<file path="src/rtl/ihex_pkg.sv">
// ----------------------------------------------------------------------------
// ihex_pkg: shared types and constants of the hex record parser
// Character classes, queue entry, report codes and record type codes.
// ----------------------------------------------------------------------------
package ihex_pkg;

   // Depth of the queue between front and back
   localparam int unsigned QueueDepth = 4;
   localparam int unsigned QueueAw    = $clog2(QueueDepth);

   // Record types
   localparam logic [7:0] REC_DATA  = 8'h00;
   localparam logic [7:0] REC_EOF   = 8'h01;
   localparam logic [7:0] REC_SEG   = 8'h02;
   localparam logic [7:0] REC_LIN   = 8'h04;
   localparam logic [7:0] REC_START = 8'h05;

   // Record layout
   localparam logic [8:0] HDR_LEN = 9'd5;
   localparam logic [8:0] POS_MAX = 9'd511;
   localparam logic [8:0] POS_CNT = 9'd0;
   localparam logic [8:0] POS_OFH = 9'd1;
   localparam logic [8:0] POS_OFL = 9'd2;
   localparam logic [8:0] POS_TYP = 9'd3;
   localparam logic [8:0] POS_DAT = 9'd4;

   // Result kinds
   localparam logic KIND_BYTE   = 1'b0;
   localparam logic KIND_REPORT = 1'b1;

   // Report codes
   typedef enum logic [3:0] {
      ST_DATA      = 4'd0,
      ST_EOF       = 4'd1,
      ST_EXT_SEG   = 4'd2,
      ST_EXT_LIN   = 4'd3,
      ST_START_LIN = 4'd4,
      ST_NO_COLON  = 4'd5,
      ST_ODD_LEN   = 4'd6,
      ST_NON_HEX   = 4'd7,
      ST_CHECKSUM  = 4'd8,
      ST_SIZE      = 4'd9,
      ST_BAD_LEN   = 4'd10,
      ST_BAD_TYPE  = 4'd11
   } status_type;

   // One classified character as it travels from front to back
   typedef struct packed {
      logic       is_space;
      logic       is_colon;
      logic       hex_ok;
      logic [3:0] hex_val;
   } char_class_type;

   // Queue status seen by the front, the back and the top level
   typedef struct packed {
      logic full;
      logic valid;
   } queue_stat_type;

endpackage

</file>
<file path="src/rtl/ihex_if.sv">
// ----------------------------------------------------------------------------
// ihex_req_if / ihex_rsp_if: character and result channels
// Valid/ready channels; a beat moves when valid and ready are both high.
// ----------------------------------------------------------------------------
interface ihex_req_if;
   logic       valid;
   logic       ready;
   logic [7:0] char_code;

   modport source (output valid, output char_code, input ready);
   modport sink   (input valid, input char_code, output ready);
endinterface

interface ihex_rsp_if;
   logic        valid;
   logic        ready;
   logic        kind;
   logic [31:0] address;
   logic [7:0]  data_byte;
   logic [3:0]  status;
   logic [15:0] line_number;

   modport source (output valid, output kind, output address, output data_byte,
                   output status, output line_number, input ready);
   modport sink   (input valid, input kind, input address, input data_byte,
                   input status, input line_number, output ready);
endinterface

</file>
<file path="src/rtl/intel_hex_record_parser.sv">
// ----------------------------------------------------------------------------
// intel_hex_record_parser: hex record text parser
// Character front end, short queue, record decoder with output register.
//
//   channel   dir   beat                  ports
//   req_chan  in    one text character    valid, ready, char_code
//   rsp_chan  out   byte or line report   valid, ready, kind, address,
//                                         data_byte, status, line_number
//
// One character a cycle while the queue has room; a character is stored in a
// queue slot, and its result in the output register. Throughput is set by the
// decoder, which retires one queue entry a cycle while the output register is
// free or taken. Reset clears the queue, phase, address base and line count.
// A stalled result holds there; the 4-entry queue takes characters until full.
// ----------------------------------------------------------------------------
module intel_hex_record_parser (
   input  logic       clock,
   input  logic       reset,
   ihex_req_if.sink   req_chan,
   ihex_rsp_if.source rsp_chan
);

   ihex_pkg::queue_stat_type q_stat;
   ihex_pkg::char_class_type push_entry;
   ihex_pkg::char_class_type pop_entry;
   logic                     push;
   logic                     pop;

   ihex_front u_front (
      .req_chan   (req_chan),
      .q_stat     (q_stat),
      .push       (push),
      .push_entry (push_entry)
   );

   ihex_queue u_queue (
      .clock      (clock),
      .reset      (reset),
      .push       (push),
      .push_entry (push_entry),
      .pop        (pop),
      .pop_entry  (pop_entry),
      .q_stat     (q_stat)
   );

   ihex_back u_back (
      .clock     (clock),
      .reset     (reset),
      .q_stat    (q_stat),
      .pop_entry (pop_entry),
      .pop       (pop),
      .rsp_chan  (rsp_chan)
   );

   // A full queue must refuse characters
   a_full_blocks: assert property (@(posedge clock) disable iff (reset)
      q_stat.full |-> !req_chan.ready)
      else $error("queue full but input ready");

   // The decoder pops only what the queue holds
   a_pop_valid: assert property (@(posedge clock) disable iff (reset)
      pop |-> q_stat.valid)
      else $error("pop from empty queue");

   // After an error or eof report is taken, nothing more comes out
   a_stop_silent: assert property (@(posedge clock) disable iff (reset)
      (rsp_chan.valid && rsp_chan.ready && rsp_chan.kind == ihex_pkg::KIND_REPORT &&
       rsp_chan.status != ihex_pkg::ST_DATA && rsp_chan.status != ihex_pkg::ST_EXT_SEG &&
       rsp_chan.status != ihex_pkg::ST_EXT_LIN && rsp_chan.status != ihex_pkg::ST_START_LIN)
      |=> !rsp_chan.valid)
      else $error("result after stop");

   // Every result belongs to some counted line
   a_line_counted: assert property (@(posedge clock) disable iff (reset)
      rsp_chan.valid |-> rsp_chan.line_number != 16'd0)
      else $error("result with zero line number");

endmodule

</file>
<file path="src/rtl/ihex_front.sv">
// ----------------------------------------------------------------------------
// ihex_front: character intake
// Accepts one character a beat and classifies it for the back end.
// ----------------------------------------------------------------------------
module ihex_front (
   ihex_req_if.sink                   req_chan,
   input  ihex_pkg::queue_stat_type   q_stat,
   output logic                       push,
   output ihex_pkg::char_class_type   push_entry
);

   logic [7:0] c;

   assign c = req_chan.char_code;

   // Take a beat whenever the queue has room
   assign req_chan.ready = ~q_stat.full;
   assign push           = req_chan.valid & ~q_stat.full;

   // Classify: whitespace, colon, uppercase hex digit
   always_comb begin
      push_entry          = '0;
      push_entry.is_space = (c == 8'd32) || (c == 8'd9) || (c == 8'd10) ||
                            (c == 8'd11) || (c == 8'd12) || (c == 8'd13);
      push_entry.is_colon = (c == 8'h3A);
      if (c >= 8'h30 && c <= 8'h39) begin
         push_entry.hex_ok  = 1'b1;
         push_entry.hex_val = c[3:0];
      end else if (c >= 8'h41 && c <= 8'h46) begin
         push_entry.hex_ok  = 1'b1;
         push_entry.hex_val = c[3:0] + 4'd9;
      end
   end

endmodule

</file>
<file path="src/rtl/ihex_queue.sv">
// ----------------------------------------------------------------------------
// ihex_queue: short queue between front and back
// Holds classified characters so either side may stall on its own.
// ----------------------------------------------------------------------------
module ihex_queue (
   input  logic                       clock,
   input  logic                       reset,
   input  logic                       push,
   input  ihex_pkg::char_class_type   push_entry,
   input  logic                       pop,
   output ihex_pkg::char_class_type   pop_entry,
   output ihex_pkg::queue_stat_type   q_stat
);

   ihex_pkg::char_class_type          slot_ff [ihex_pkg::QueueDepth];
   logic [ihex_pkg::QueueAw-1:0]      wr_ff, wr_in;
   logic [ihex_pkg::QueueAw-1:0]      rd_ff, rd_in;
   logic [ihex_pkg::QueueAw:0]        cnt_ff, cnt_in;

   // Advance pointers and count
   always_comb begin
      wr_in  = push ? wr_ff + 1'b1 : wr_ff;
      rd_in  = pop  ? rd_ff + 1'b1 : rd_ff;
      cnt_in = cnt_ff;
      if (push && !pop) begin
         cnt_in = cnt_ff + 1'b1;
      end else if (!push && pop) begin
         cnt_in = cnt_ff - 1'b1;
      end
   end

   always_ff @(posedge clock) begin
      if (reset) begin
         wr_ff  <= '0;
         rd_ff  <= '0;
         cnt_ff <= '0;
      end else begin
         wr_ff  <= wr_in;
         rd_ff  <= rd_in;
         cnt_ff <= cnt_in;
      end
   end

   // Store entries
   always_ff @(posedge clock) begin
      if (push) begin
         slot_ff[wr_ff] <= push_entry;
      end
   end

   assign pop_entry    = slot_ff[rd_ff];
   assign q_stat.full  = (cnt_ff == (ihex_pkg::QueueAw+1)'(ihex_pkg::QueueDepth));
   assign q_stat.valid = (cnt_ff != '0);

endmodule

</file>
<file path="src/rtl/ihex_back.sv">
// ----------------------------------------------------------------------------
// ihex_back: record decoder
// Walks each line, decodes bytes, emits pending bytes and line reports.
// ----------------------------------------------------------------------------
module ihex_back (
   input  logic                       clock,
   input  logic                       reset,
   input  ihex_pkg::queue_stat_type   q_stat,
   input  ihex_pkg::char_class_type   pop_entry,
   output logic                       pop,
   ihex_rsp_if.source                 rsp_chan
);

   typedef enum logic [2:0] {
      PH_IDLE = 3'b001,
      PH_LINE = 3'b010,
      PH_STOP = 3'b100
   } phase_type;

   phase_type             phase_ff, phase_in;
   logic                  nib_ff, nib_in;
   logic [3:0]            high_ff, high_in;
   logic [8:0]            pos_ff, pos_in;
   logic [7:0]            sum_ff, sum_in;
   logic [7:0]            count_ff, count_in;
   logic [7:0]            offhi_ff, offhi_in;
   logic [7:0]            rkind_ff, rkind_in;
   logic [31:0]           coll_ff, coll_in;
   logic [31:0]           base_ff, base_in;
   logic [31:0]           addr_ff, addr_in;
   logic [15:0]           lcnt_ff, lcnt_in;
   logic                  nocolon_ff, nocolon_in;
   logic                  nonhex_ff, nonhex_in;

   logic                  ovalid_ff, ovalid_in;
   logic                  okind_ff, okind_in;
   logic [31:0]           oaddr_ff, oaddr_in;
   logic [7:0]            obyte_ff, obyte_in;
   ihex_pkg::status_type  ostat_ff, ostat_in;
   logic [15:0]           oline_ff, oline_in;

   logic                  emit;
   logic [7:0]            b;
   logic [8:0]            dat_idx;
   logic                  size_bad;
   logic [15:0]           v16;
   ihex_pkg::status_type  rep;
   logic [31:0]           rep_addr;

   ihex_pkg::char_class_type e;

   assign e   = pop_entry;
   assign pop = q_stat.valid & (~ovalid_ff | rsp_chan.ready);
   assign b   = {high_ff, e.hex_val};
   assign dat_idx  = pos_ff - ihex_pkg::POS_DAT;
   assign size_bad = (pos_ff < ihex_pkg::HDR_LEN) ||
                     (pos_ff != ({1'b0, count_ff} + ihex_pkg::HDR_LEN));
   assign v16 = coll_ff[15:0];

   // Decide the line-end report
   always_comb begin
      rep      = ihex_pkg::ST_DATA;
      rep_addr = '0;
      if (nocolon_ff) begin
         rep = ihex_pkg::ST_NO_COLON;
      end else if (nib_ff) begin
         rep = ihex_pkg::ST_ODD_LEN;
      end else if (nonhex_ff) begin
         rep = ihex_pkg::ST_NON_HEX;
      end else if (sum_ff != 8'd0) begin
         rep = ihex_pkg::ST_CHECKSUM;
      end else if (size_bad) begin
         rep = ihex_pkg::ST_SIZE;
      end else begin
         case (rkind_ff)
            ihex_pkg::REC_DATA: rep = ihex_pkg::ST_DATA;
            ihex_pkg::REC_EOF:  rep = ihex_pkg::ST_EOF;
            ihex_pkg::REC_SEG: begin
               rep = (count_ff == 8'd2) ? ihex_pkg::ST_EXT_SEG : ihex_pkg::ST_BAD_LEN;
            end
            ihex_pkg::REC_LIN: begin
               rep = (count_ff == 8'd2) ? ihex_pkg::ST_EXT_LIN : ihex_pkg::ST_BAD_LEN;
            end
            ihex_pkg::REC_START: begin
               if (count_ff == 8'd4) begin
                  rep      = ihex_pkg::ST_START_LIN;
                  rep_addr = coll_ff;
               end else begin
                  rep = ihex_pkg::ST_BAD_LEN;
               end
            end
            default: rep = ihex_pkg::ST_BAD_TYPE;
         endcase
      end
   end

   // Step the line state for one popped character
   always_comb begin
      phase_in   = phase_ff;
      nib_in     = nib_ff;
      high_in    = high_ff;
      pos_in     = pos_ff;
      sum_in     = sum_ff;
      count_in   = count_ff;
      offhi_in   = offhi_ff;
      rkind_in   = rkind_ff;
      coll_in    = coll_ff;
      base_in    = base_ff;
      addr_in    = addr_ff;
      lcnt_in    = lcnt_ff;
      nocolon_in = nocolon_ff;
      nonhex_in  = nonhex_ff;
      emit       = 1'b0;
      okind_in   = ihex_pkg::KIND_BYTE;
      oaddr_in   = '0;
      obyte_in   = '0;
      ostat_in   = ihex_pkg::ST_DATA;
      if (pop) begin
         unique case (phase_ff)
            PH_IDLE: begin
               if (!e.is_space) begin
                  phase_in   = PH_LINE;
                  lcnt_in    = (lcnt_ff == 16'hFFFF) ? lcnt_ff : lcnt_ff + 16'd1;
                  nib_in     = 1'b0;
                  high_in    = '0;
                  pos_in     = '0;
                  sum_in     = '0;
                  count_in   = '0;
                  offhi_in   = '0;
                  rkind_in   = '0;
                  coll_in    = '0;
                  nocolon_in = ~e.is_colon;
                  nonhex_in  = 1'b0;
               end
            end
            PH_LINE: begin
               if (e.is_space) begin
                  // Line end: report, move the base, stop on error or eof
                  emit     = 1'b1;
                  okind_in = ihex_pkg::KIND_REPORT;
                  oaddr_in = rep_addr;
                  ostat_in = rep;
                  if (rep == ihex_pkg::ST_EXT_SEG) begin
                     base_in = {12'd0, v16, 4'd0};
                  end else if (rep == ihex_pkg::ST_EXT_LIN) begin
                     base_in = {v16, 16'd0};
                  end
                  if (rep == ihex_pkg::ST_DATA || rep == ihex_pkg::ST_EXT_SEG ||
                      rep == ihex_pkg::ST_EXT_LIN || rep == ihex_pkg::ST_START_LIN) begin
                     phase_in = PH_IDLE;
                  end else begin
                     phase_in = PH_STOP;
                  end
               end else if (!nocolon_ff) begin
                  nib_in    = ~nib_ff;
                  nonhex_in = nonhex_ff | ~e.hex_ok;
                  if (!nonhex_in) begin
                     if (!nib_ff) begin
                        high_in = e.hex_val;
                     end else begin
                        // Full byte: sum it and file it by position
                        sum_in = sum_ff + b;
                        case (pos_ff)
                           ihex_pkg::POS_CNT: count_in = b;
                           ihex_pkg::POS_OFH: offhi_in = b;
                           ihex_pkg::POS_OFL: addr_in  = base_ff + {16'd0, offhi_ff, b};
                           ihex_pkg::POS_TYP: rkind_in = b;
                           default: begin
                              if (dat_idx < {1'b0, count_ff}) begin
                                 coll_in = {coll_ff[23:0], b};
                                 if (rkind_ff == ihex_pkg::REC_DATA) begin
                                    emit     = 1'b1;
                                    oaddr_in = addr_ff;
                                    obyte_in = b;
                                    addr_in  = addr_ff + 32'd1;
                                 end
                              end
                           end
                        endcase
                        pos_in = (pos_ff == ihex_pkg::POS_MAX) ? pos_ff : pos_ff + 9'd1;
                     end
                  end
               end
            end
            PH_STOP: begin
               phase_in = PH_STOP;
            end
            default: begin
               phase_in = PH_STOP;
            end
         endcase
      end
      oline_in  = lcnt_ff;
      ovalid_in = emit | (ovalid_ff & ~rsp_chan.ready);
   end

   // Control state
   always_ff @(posedge clock) begin
      if (reset) begin
         phase_ff  <= PH_IDLE;
         base_ff   <= '0;
         lcnt_ff   <= '0;
         ovalid_ff <= 1'b0;
      end else begin
         phase_ff  <= phase_in;
         base_ff   <= base_in;
         lcnt_ff   <= lcnt_in;
         ovalid_ff <= ovalid_in;
      end
   end

   // Line working registers, cleared at each line start but for the address
   always_ff @(posedge clock) begin
      nib_ff     <= nib_in;
      high_ff    <= high_in;
      pos_ff     <= pos_in;
      sum_ff     <= sum_in;
      count_ff   <= count_in;
      offhi_ff   <= offhi_in;
      rkind_ff   <= rkind_in;
      coll_ff    <= coll_in;
      addr_ff    <= addr_in;
      nocolon_ff <= nocolon_in;
      nonhex_ff  <= nonhex_in;
   end

   // Output register: load on emit, hold while stalled
   always_ff @(posedge clock) begin
      if (emit) begin
         okind_ff <= okind_in;
         oaddr_ff <= oaddr_in;
         obyte_ff <= obyte_in;
         ostat_ff <= ostat_in;
         oline_ff <= oline_in;
      end
   end

   assign rsp_chan.valid       = ovalid_ff;
   assign rsp_chan.kind        = okind_ff;
   assign rsp_chan.address     = oaddr_ff;
   assign rsp_chan.data_byte   = obyte_ff;
   assign rsp_chan.status      = ostat_ff;
   assign rsp_chan.line_number = oline_ff;

endmodule
</file>
<file path="src/flat_wrapper.sv">
// flat-port wrapper written by rule: the top's interface ports become plain ports
module intel_hex_record_parser_flat 
  (clock, reset, req_chan_valid, req_chan_char_code, req_chan_ready, rsp_chan_valid, rsp_chan_kind, rsp_chan_address, rsp_chan_data_byte, rsp_chan_status, rsp_chan_line_number, rsp_chan_ready);
  ihex_req_if req_chan_i ();
  ihex_rsp_if rsp_chan_i ();
  input  logic clock;
  input  logic reset;
  input wire logic [$bits(req_chan_i.valid)-1:0] req_chan_valid;
  input wire logic [$bits(req_chan_i.char_code)-1:0] req_chan_char_code;
  output wire logic [$bits(req_chan_i.ready)-1:0] req_chan_ready;
  output wire logic [$bits(rsp_chan_i.valid)-1:0] rsp_chan_valid;
  output wire logic [$bits(rsp_chan_i.kind)-1:0] rsp_chan_kind;
  output wire logic [$bits(rsp_chan_i.address)-1:0] rsp_chan_address;
  output wire logic [$bits(rsp_chan_i.data_byte)-1:0] rsp_chan_data_byte;
  output wire logic [$bits(rsp_chan_i.status)-1:0] rsp_chan_status;
  output wire logic [$bits(rsp_chan_i.line_number)-1:0] rsp_chan_line_number;
  input wire logic [$bits(rsp_chan_i.ready)-1:0] rsp_chan_ready;
  assign req_chan_i.valid = req_chan_valid;
  assign req_chan_i.char_code = req_chan_char_code;
  assign req_chan_ready = req_chan_i.ready;
  assign rsp_chan_valid = rsp_chan_i.valid;
  assign rsp_chan_kind = rsp_chan_i.kind;
  assign rsp_chan_address = rsp_chan_i.address;
  assign rsp_chan_data_byte = rsp_chan_i.data_byte;
  assign rsp_chan_status = rsp_chan_i.status;
  assign rsp_chan_line_number = rsp_chan_i.line_number;
  assign rsp_chan_i.ready = rsp_chan_ready;
  intel_hex_record_parser u_core (.clock(clock), .reset(reset), .req_chan(req_chan_i), .rsp_chan(rsp_chan_i));
endmodule
</file>
<file path="config.mk">
export PLATFORM = sky130hd
export DESIGN_NAME = intel_hex_record_parser_flat
export DESIGN_NICKNAME = d
export VERILOG_FILES = /design/src/rtl/ihex_pkg.sv /design/src/rtl/ihex_if.sv /design/src/rtl/intel_hex_record_parser.sv /design/src/rtl/ihex_front.sv /design/src/rtl/ihex_queue.sv /design/src/rtl/ihex_back.sv /design/src/flat_wrapper.sv
export SDC_FILE = /design/constraint.sdc
export NUM_CORES = 1
export LEC_CHECK = 0
export BUFFER_PORTS_ARGS = -buffer_cell sky130_fd_sc_hd__buf_2
export CORE_MARGIN = 2
export CORE_UTILIZATION = 33
export CTS_CLUSTER_DIAMETER = 100
export DETAILED_ROUTE_END_ITERATION = 16
export PLACE_DENSITY_LB_ADDON = 0.08
export SYNTH_ARGS = -nofsm -noshare
export SYNTH_HDL_FRONTEND = slang
export SYNTH_SLANG_ARGS = --single-unit
</file>
<file path="constraint.sdc">
create_clock -name clock -period 22.8 [get_ports clock]
set_clock_uncertainty 0.1 [all_clocks]
set_input_delay 1.14 -clock clock [delete_from_list [all_inputs] [get_ports clock]]
set_output_delay 1.14 -clock clock [all_outputs]
set_load 0.005 [all_outputs]
</file>
* After elaboration in Yosys (flattened, before gate mapping)
Memory sizes are Yosys's and may differ from the RTL's. A register that Yosys moved wholly into a read port is not among the register bits.
Cells that the tools add are included.
** Operators by class
- Bitwise operators :: 21
- Order comparisons :: 6
- Mux-type cells :: 102
- Reduce and logical (&&, ||, !) cells :: 43
- Eq/ne operators :: 38
- Add/sub/neg operators :: 12
** Operators with widths (count)
- 32-bit two-way mux :: 25
- 8-bit two-way mux :: 20
- 32-bit one-hot mux with 2 select lines :: 2
- 8-bit one-hot mux with 2 select lines :: 4
- 9-bit two-way mux :: 6
- 4-bit two-way mux :: 13
- 8-bit by 4-bit equality test with 1-bit output, second input constant :: 5
- 32-bit by 1-bit adder with 32-bit output, second input constant :: 1
- 32-bit by 16-bit adder with 32-bit output :: 1
- 8-bit AND reduction :: 4
- 2-bit inequality test, second input constant :: 13
- 8-bit by 3-bit equality test with 1-bit output, second input constant :: 3
- 4-bit one-hot mux with 5 select lines :: 1
- 9-bit by 2-bit equality test with 1-bit output, second input constant :: 2
- 9-bit one-hot mux with 2 select lines :: 1
- 9-bit AND reduction :: 2
- 1-bit two-way mux :: 17
- 16-bit by 1-bit adder with 16-bit output, second input constant :: 1
- 16-bit equality test, second input constant :: 1
- 8-bit by 2-bit equality test with 1-bit output, second input constant :: 2
- 8-bit by 6-bit equality test with 1-bit output, second input constant :: 2
- 3-bit two-way mux :: 5
- 1-bit NOT :: 15
- 7-bit AND reduction :: 2
- 46 further kinds :: 74
** Storage, ports and cells
- Memories kept :: 1
- Input bits :: 12
- Bits in registers :: 232
- Word-level logic and storage cells :: 246
- Output and inout port bits :: 63
- RAM bits :: 28
** Memory list
- u_core.u_queue.slot_ff :: words 4, bits a word 7, read ports 1, clocked after memory_dff 1, write ports 1, line ihex_queue.sv:15 : ihex_pkg::char_class_type slot_ff [ihex_pkg::QueueDepth];

* Depth between registers and ports, before layout
Gate-level depths: netlist (run 1).
- Depth in word-level cells :: 15
- Mapped depth :: 12
- Mapped depth without buffers :: 11

* Cells and area by module
A second synthesis (run 1) with hierarchy kept.
** Unflattened totals
- Cells, all modules :: 1133
- Area, all modules :: 12833.6 um2
** Modules (own cells, without submodules)
- ihex_back :: cells each 1017, area an instance 11093.1 um2, instances 1
- ihex_queue :: cells each 81, area an instance 1443.9 um2, instances 1
- ihex_front :: cells each 35, area an instance 296.5 um2, instances 1

* Least setup slack after synthesis (run 1)
OpenSTA, ideal clock, no wires.
- Path type :: register to register
- Start point :: register u_core.u_back.pos_ff[2]
- End point :: register u_core.u_back.addr_ff[0], enable pin
- Setup slack :: 15.039 ns
- Stages on the path, launching flop included :: 10
- Period minus slack after synthesis :: 7.761 ns
- Library setup time :: 0.595 ns
- Buffers on the path :: 0
- Arrival :: 7.066 ns
- Cell sequence :: edfxtp_1 inv_1 ha_1 nand2_1 xnor2_1 ha_1 a21o_1 a211oi_1 a31oi_1 a2111oi_0
** On the way
- Word-level cells in the longest chain between the ends :: 4
- Elaborated cells between the ends (all ways) :: 11
** RTL lines
- from (decl) :: line ihex_back.sv:23 : logic [8:0] pos_ff, pos_in;
- from (signal assigned) :: line ihex_back.sv:216 : pos_ff <= pos_in;
- 9-bit by 3-bit subtractor with 9-bit output, or another cell as far along :: line ihex_back.sv:55 : assign dat_idx = pos_ff - ihex_pkg::POS_DAT;
- 9-bit by 8-bit less-than comparator with 1-bit output or 3-bit OR reduction (tied branches)
- 2-bit nonzero test (no line) or 1-bit NOT (tied branches)
- 9-bit AND reduction (no line) (*)
- to (signal assigned) :: line ihex_back.sv:222 : addr_ff <= addr_in;
- to (decl) :: line ihex_back.sv:30 : logic [31:0] addr_ff, addr_in;
Mark *: on every way between the ends. The rest lies on a longest branch, timed or not.
A chain may end at the register's enable or synchronous reset.

* Final worst setup path (run 1)
- Start point :: register u_core.u_back.pos_ff[2]
- End point :: register u_core.u_back.oline_ff[12], in the netlist u_core.u_back.rsp_chan.line_number[12], enable pin
** On the way
- Word-level cells in the longest chain between the ends :: 10
- Elaborated cells between the ends (all ways) :: 15
** RTL lines
- 9-bit by 3-bit subtractor with 9-bit output :: line ihex_back.sv:55
- 9-bit by 8-bit less-than comparator with 1-bit output :: line ihex_back.sv:169 : if (dat_idx < {1'b0, count_ff}) begin
- 1-bit two-way mux :: line ihex_back.sv:169
- 1-bit two-way mux (*) :: line ihex_back.sv:163 : case (pos_ff)
- 1-bit two-way mux (*) :: line ihex_back.sv:158 : if (!nib_ff) begin
- 1-bit two-way mux (*) :: line ihex_back.sv:157 : if (!nonhex_in) begin
- 1-bit two-way mux (*) :: line ihex_back.sv:154 : end else if (!nocolon_ff) begin
- 1-bit two-way mux (*) :: line ihex_back.sv:137 : if (e.is_space) begin
- 1-bit two-way mux (*) :: line ihex_back.sv:119 : unique case (phase_ff)
- 1-bit two-way mux (*) :: line ihex_back.sv:118 : if (pop) begin
- net u_core.u_back.emit :: line ihex_back.sv:42 : logic emit;
- to (signal assigned) :: line ihex_back.sv:234 : oline_ff <= oline_in;
- to (decl) :: line ihex_back.sv:40 : logic [15:0] oline_ff, oline_in;
Mark *: on every way through the listed nets, which the timed path passes. The rest lies on a longest branch.

==> results.txt, run 1 <==
register bit count reported by yosys: 258
placed wire-length estimate: 24200 µm
Site Rows: 73
kind of launch point of the worst setup path: flop
count of unresolved DRC violations after routing: 0
Async SR Flop Fraction: 0
total placed instance area: 14100 µm²
period utilization: 0.1879
final-report max-slew violation count: 0
pin count of the biggest net entering global routing: 57
P_sw: 498.6 µW
worst-path cell with the longest stage delay: sky130_fd_sc_hd__a21oi_4
Power Internal: 972.9 µW
count of cell types in the netlist: 72
R2R depth: 10
cell area after synthesis: 13190 µm²
global-route wire length before repair: 54710 µm
antenna violations before repair: 1
initial DRC count: 538
delay of the slowest cell on the worst path: 0.68 ns
total clock sinks: 258
latest clock arrival within the worst-skew pair: 0.57 ns
# H-tree levels: 1
Worst Path Class, Setup: reg -> reg
die area: 41580 µm²
Worst path top cell family by delay: compound AO/OA/AOI/OAI gates
kind of capture point of the worst setup path: flop
share of total power consumed by net switching: 0.3388
ys flop type: sky130_fd_sc_hd__edfxtp_1
fraction of post-synthesis cell area in the top cell type by area: 0.4577
initial standard-cell utilization of the core: 0.3334
portion of the post-synthesis area used by sequential elements: 0.5442
area growth from synthesis to final layout: 13.58%
total number of nets in the final design: 1348
transition time at the pin with the least slew margin: 1.073 ns
worst-path cell chain: inv_1, ha_1, nand2_1, xnor2_1, ha_1, a21o_1, a211oi_1, nand4_1, a21oi_4, buf_4
number of input and output port buffers inserted: 74
die extent in x: 203.9 µm
number of buffers added to fix hold violations after cts: 0
total number of vias: 9167
number of nets with antenna violations after routing: 0
post-route cell area: 14980 µm²
IR Drop Worst-Case VDD: 0.00005708 V
Inserted Diodes: 0
cell accounting for the most synthesized area: sky130_fd_sc_hd__edfxtp_1
critical path arrival: 4.39 ns
Combinational Power Share: 0.243
CP max FO: 45
final period demand of the worst path: 4.285 ns
Routed Wire Length: 34850 µm
maximum count of clock buffers along a single path: 3
total iterations of the first detailed-routing run: 5
Final Hold Vio Count: 0
required time of the worst setup path: 22.90 ns
layout filler cell count: 3932
maximum frequency from static timing analysis: 233.4 MHz
count of placed standard cells in the final layout, fillers left out: 1831
path type of the worst min-delay path: reg -> reg
via count of the first global-routing pass: 9239
number of instances in the synthesized netlist: 1223
core outline area: 39550 µm²
clock share of power: 0.298
Ys Warns: 0
number of cells traversed by the worst hold path: 0
run status: finished clean
worst setup margin: 18.52 ns
Setup TNS Final: 0 ns
library cell appearing most often on the critical path: sky130_fd_sc_hd__ha_1
cell depth of the worst setup path: 10
total instance count after detailed placement: 1777
pre-CTS setup slack: 18.47 ns
post-route worst hold slack: 0.3344 ns
Resized Gates After CTS: 0
Worst-path clk slew: 0.06 ns
top post-synthesis cells by area: sky130_fd_sc_hd__edfxtp_1, sky130_fd_sc_hd__dfxtp_1, sky130_fd_sc_hd__ha_1
Buf+Inv Stages, Crit Path: 2
overflow left after global routing: 0
power density over cell area: 98.25 nW/µm²
RSZ-0062 raised after global routing: no
synthesized area per cell: 10.78 µm²
GP Congestion: 0.7792
number of placed I/O pins: 75
number of endpoints failing setup at the final stage: 0
wire per inst: 19.03 µm
share of layout cells above drive strength 1: 0.1263
Post-CTS Setup Repair Bufs: 0
Lkg Pwr: 0.005178 µW
register share of total power: 0.458
number of buffers added by the clock tree synthesis step: 29
max-cap violations: 0
CTS root buffer: sky130_fd_sc_hd__clkbuf_16
post-detailed-route via-to-cell ratio: 5.007
Die Ht: 203.9 µm
EDFF count, synth: 201
clock tree from TritonCTS: yes
total global routing track utilization: 0.1699
post-synthesis net count: 1288
headroom to the max-slew limit: 0.2790
[metal layers]
layer | part of all wire | global-route usage
met1 | 0.48 | 0.2369
met2 | 0.46 | 0.2747
met3 | 0.033 | 0.02136
met4 | 0.025 | 0.05344
met5 | 0 | 0
[state kept, by name, indices dropped and copies added (netlist names), 3 cells and up, named ones only]
signal	count
u_core.u_back.rsp_chan.data_byte	8
u_core.u_back.base_ff	28
u_core.u_queue.slot_ff	28
u_core.u_back.rsp_chan.line_number	16
u_core.u_back.lcnt_ff	16
u_core.u_back.high_ff	4
u_core.u_back.phase_ff	3
u_core.u_queue.cnt_ff	3
u_core.u_back.sum_ff	8
u_core.u_back.pos_ff	9
u_core.u_back.coll_ff	32
u_core.u_back.addr_ff	32
u_core.u_back.rsp_chan.status	4
u_core.u_back.rsp_chan.address	32
u_core.u_back.offhi_ff	8
u_core.u_back.count_ff	8
u_core.u_back.rkind_ff	8
[final timing paths]
path	endpoint	startpoint	slack, ns
hold / removal	u_core.u_back.rsp_chan.line_number[15]	u_core.u_back.lcnt_ff[15]	0.33
hold reg to reg	u_core.u_back.rsp_chan.line_number[15]	u_core.u_back.lcnt_ff[15]	0.33
setup / recovery	u_core.u_back.rsp_chan.line_number[12]	u_core.u_back.pos_ff[2]	18.52
setup reg to reg	u_core.u_back.rsp_chan.line_number[12]	u_core.u_back.pos_ff[2]	18.52
[through the flow]
stage	total power, µW	utilization
2_1_floorplan	910.8	-
3_3_place_gp	1049	0.3565
3_5_place_dp	1045	0.3565
4_1_cts	1495	0.3787
5_1_grt	1561	0.3787
6_report	1472	0.3787
[power by group through the flow]
stage	clock network (µW)	logic, µW	registers, µW
after global routing	474	403	684
final	439	358	674
after global placement	0	364	685
after floorplan	0	269	642
after detailed placement	0	362	684
after CTS	455	365	675
[cell type report]
type / instances / area [µm²] / share of cell area
Clock inverter: 6 / 41.29 / 0.002757
Sequential cell: 258 / 7177 / 0.4792
Timing Repair Buffer: 88 / 475.5 / 0.03174
Inverter: 92 / 345.3 / 0.02306
Clock buffer: 48 / 837.1 / 0.05589
Tap cell: 525 / 656.9 / 0.04386
Multi-Input combinational cell: 814 / 5445 / 0.3635
[kinds of logic (layout without fill, tap and decap cells)]
logic type	count (synthesis)	in the layout	share of synthesized area
flops	258	258	0.5442
simple gates	446	446	0.1714
fa+ha+maj	53	53	0.05199
mux	15	15	0.01812
compound gates	208	208	0.1068
buf+inv	151	234	0.04630
xor+xnor	92	92	0.06110
[cell usage after synthesis (all sizes together), types with 2 or more instances]
cell type  number
edfxtp        201
nor2          121
nand2         113
inv            91
xnor2          62
a21oi          59
dfxtp          57
ha             50
o31ai          36
nand3          35
clkbuf         33
nor3           33
nand4          32
o21ai          32
xor2           30
buf            26
nor4           23
and2           22
a211oi         18
a211o          13
and3           10
and4           10
a31oi           8
nand2b          8
or3             8
mux2i           7
mux4            7
nor2b           7
o21a            7
or2             7
a21o            6
a2111oi         5
or4             5
a311oi          4
o31a            4
fa              3
nor3b           3
o21bai          3
and4b           2
nand4b          2
o2111ai         2
o22ai           2
[cell usage in the layout, fill, tap and decap left out, drive strengths merged, types with 8 or more instances in the layout]
master / instances
edfxtp: 201
nor2: 121
nand2: 113
inv: 92
buf: 88
xnor2: 62
a21oi: 59
dfxtp: 57
ha: 50
clkbuf: 48
o31ai: 36
nand3: 35
nor3: 33
nand4: 32
o21ai: 32
xor2: 30
nor4: 23
and2: 22
a211oi: 18
a211o: 13
and3: 10
and4: 10
nand2b: 8
a31oi: 8
or3: 8
(Power assumes the default switching activity.)
==> run 2: changes to the inputs <==
==> constraint.sdc (replaced) <==
create_clock -name clock -period 3.79 [get_ports clock]
set_clock_uncertainty 0.1 [all_clocks]
set_input_delay 0.1895 -clock clock [delete_from_list [all_inputs] [get_ports clock]]
set_output_delay 0.1895 -clock clock [all_outputs]
set_load 0.005 [all_outputs]
==> results.txt, run 2 (same netlist as run 1, synthesis figures left out) <==
Worst-path clk slew: 0.06 ns (about the same)
Inserted Diodes: 0 (unchanged)
period utilization: 0.8430 (+0.6550)
latest clock arrival within the worst-skew pair: 0.58 ns (about the same)
share of layout cells above drive strength 1: 0.1468 (+0.02048)
maximum count of clock buffers along a single path: 3 (unchanged)
number of placed I/O pins: 75 (unchanged)
total global routing track utilization: 0.1704 (+0.0005166)
GR Layer Usage met3: 0.02152 (+0.0001594)
met1 track demand over resource: 0.2244 (-0.01247)
GP Congestion: 0.8208 (+5.3%)
number of endpoints failing setup at the final stage: 0 (unchanged)
cell depth of the worst setup path: 10 (unchanged)
final period demand of the worst path: 3.195 ns (-1.090 ns)
source of the critical timing path: u_core.u_back.pos_ff[2]
via count of the first global-routing pass: 9349 (+1.2%)
kind of capture point of the worst setup path: flop
worst setup slack for register-to-register paths: 0.60 ns (-17.92 ns)
final-report max-slew violation count: 0 (unchanged)
clock tree from TritonCTS: yes
total iterations of the first detailed-routing run: 5 (unchanged)
area growth from synthesis to final layout: 16.51%
antenna violations before repair: 0 (-1)
area used by sequential logic in the layout: 7177 µm² (unchanged)
IR Drop Worst-Case VDD: 0.0003565 V (+520%)
Worst Setup EP: u_core.u_back.rsp_chan.address[4]
worst-path cell with the longest stage delay: sky130_fd_sc_hd__edfxtp_1
Multi-input gate area: 5463 µm² (+0.32%)
total clock sinks: 258 (unchanged)
worst reg2reg endpoint: u_core.u_back.rsp_chan.address[4]
pin count of the biggest net entering global routing: 54 (-5.3%)
commonest non-fill, non-tap cells in the layout: sky130_fd_sc_hd__edfxtp_1, sky130_fd_sc_hd__nor2_1, sky130_fd_sc_hd__nand2_1
overflow left after global routing: 0 (unchanged)
post-route worst hold slack: 0.06942 ns (-0.2650 ns)
headroom to the max-slew limit: 0.5455 (+0.2665)
Worst path top cell family by delay: compound AO/OA/AOI/OAI gates
post-detailed-route via-to-cell ratio: 5.049 (+0.86%)
wire per inst: 18.92 µm (-0.58%)
transition time at the pin with the least slew margin: 0.6646 ns (-0.4086 ns)
global-route wire length before repair: 54590 µm (-0.22%)
Worst Path Class, Setup: reg -> reg
number of input and output port buffers inserted: 74 (unchanged)
initial DRC count: 493 (-8.4%)
R2R depth: 10 (unchanged)
M2 GR Usage: 0.2937 (+0.01907)
required time of the worst setup path: 4.05 ns (-18.85 ns)
CP max FO: 40 (-11%)
power density over cell area: 602.7 nW/µm² (+510%)
critical path arrival: 3.46 ns (-0.93 ns)
die extent in x: 203.9 µm (unchanged)
Resized Gates After CTS: 0 (unchanged)
maximum frequency from static timing analysis: 313.0 MHz (+34%)
max-cap violations: 0 (unchanged)
total number of nets in the final design: 1375 (+2.0%)
Buf+Inv Stages, Crit Path: 2 (unchanged)
worst-path cell chain: inv_2, ha_1, nand2_1, xnor2_1, ha_1, a21o_1, a211oi_2, nand4_1, buf_4, o31ai_1
path type of the worst min-delay path: in -> reg
initial standard-cell utilization of the core: 0.3334 (unchanged)
Final Hold Vio Count: 0 (unchanged)
delay of the slowest cell on the worst path: 0.52 ns (-0.16 ns)
r2r startpoint: u_core.u_back.pos_ff[2]
Lkg Pwr: 0.005372 µW (+3.8%)
Routed Wire Length: 35200 µm (+0.99%)
Die Ht: 203.9 µm (unchanged)
commonest non-fill, non-tap cell in the layout: sky130_fd_sc_hd__edfxtp_1
kind of launch point of the worst setup path: flop
library cell appearing most often on the critical path: sky130_fd_sc_hd__ha_1
die area: 41580 µm² (unchanged)
routing layer with the top usage in global route: met2
# H-tree levels: 1 (unchanged)
layout filler cell count: 3905 (-0.69%)
Site Rows: 73 (unchanged)
run status: finished clean
total number of vias: 9392 (+2.5%)
Setup TNS Final: 0 ns (unchanged)
RSZ-0062 raised after global routing: no
number of nets with antenna violations after routing: 0 (unchanged)
count of unresolved DRC violations after routing: 0 (unchanged)
placed wire-length estimate: 24890 µm (+2.8%)
number of buffers added by the clock tree synthesis step: 31 (+6.9%)
CTS root buffer: sky130_fd_sc_hd__clkbuf_16
core outline area: 39550 µm² (unchanged)
[run 2: stage by stage]
| stage | worst slack (ns) | cells | cell area, µm² | power (µW) | utilization |
|---|---|---|---|---|---|
| finish | 0.5951 | 1860 | 15360 | 9261 | 0.3885 |
| global route | 0.2750 | 1860 | 15360 | 9788 | 0.3885 |
| CTS | 0.5688 | 1860 | 15360 | 9396 | 0.3885 |
| detailed placement | 0.5733 | 1794 | 14280 | 6408 | 0.3611 |
| global placement | 0.6053 | 1794 | 14280 | 6428 | 0.3611 |
| floorplan | 0.003745 | 1223 | 13230 | 5495 | - |
[run 2: where the power goes]
group / leakage, µW / total, µW / switching [µW] / internal (µW)
combinational: 0.00264 / 2270 / 1420 / 853
sequential: 0.00225 / 4060 / 468 / 3600
clock: 0.000490 / 2930 / 1200 / 1730
[run 2: layer usage]
metal  routed length (µm)  part of all wire
met1                16020              0.46
met2                16890              0.48
met3                 1522             0.043
met4                  772             0.022
met5                    0                 0
[run 2: area by class of cell]
type | count | share of cell area
Multi-Input combinational cell | 814 | 0.3555
Clock inverter | 14 | 0.008958
Tap cell | 525 | 0.04275
Clock buffer | 44 | 0.05627
Timing Repair Buffer | 113 | 0.04691
Inverter | 92 | 0.02248
Sequential cell | 258 | 0.4671
[run 2: how the worst min path moves through the flow]
stage / start / endpoint / slack (ns) / cells after the start
2_1_floorplan: u_core.u_back.lcnt_ff[15] / u_core.u_back.rsp_chan.line_number[15] / 0.31 / 0
3_3_place_gp: reset / u_core.u_back.lcnt_ff[7] / 0.32 / 2
3_5_place_dp: reset / u_core.u_back.lcnt_ff[7] / 0.32 / 2
4_1_cts: req_chan_char_code[1] / u_core.u_queue.slot_ff[3][1] / 0.03 / 2
5_1_grt: req_chan_char_code[1] / u_core.u_queue.slot_ff[2][1] / 0.06 / 2
6_report: req_chan_char_code[1] / u_core.u_queue.slot_ff[2][1] / 0.07 / 2
[run 2: repair_timing]
| item | in CTS | in global routing |
|---|---|---|
| hold buffers | 8 | 0 |
| endpoints found under the setup margin | 0 | 0 |
| hold endpoints to repair | 17 | 0 |
| buffers inserted | 0 | 0 |
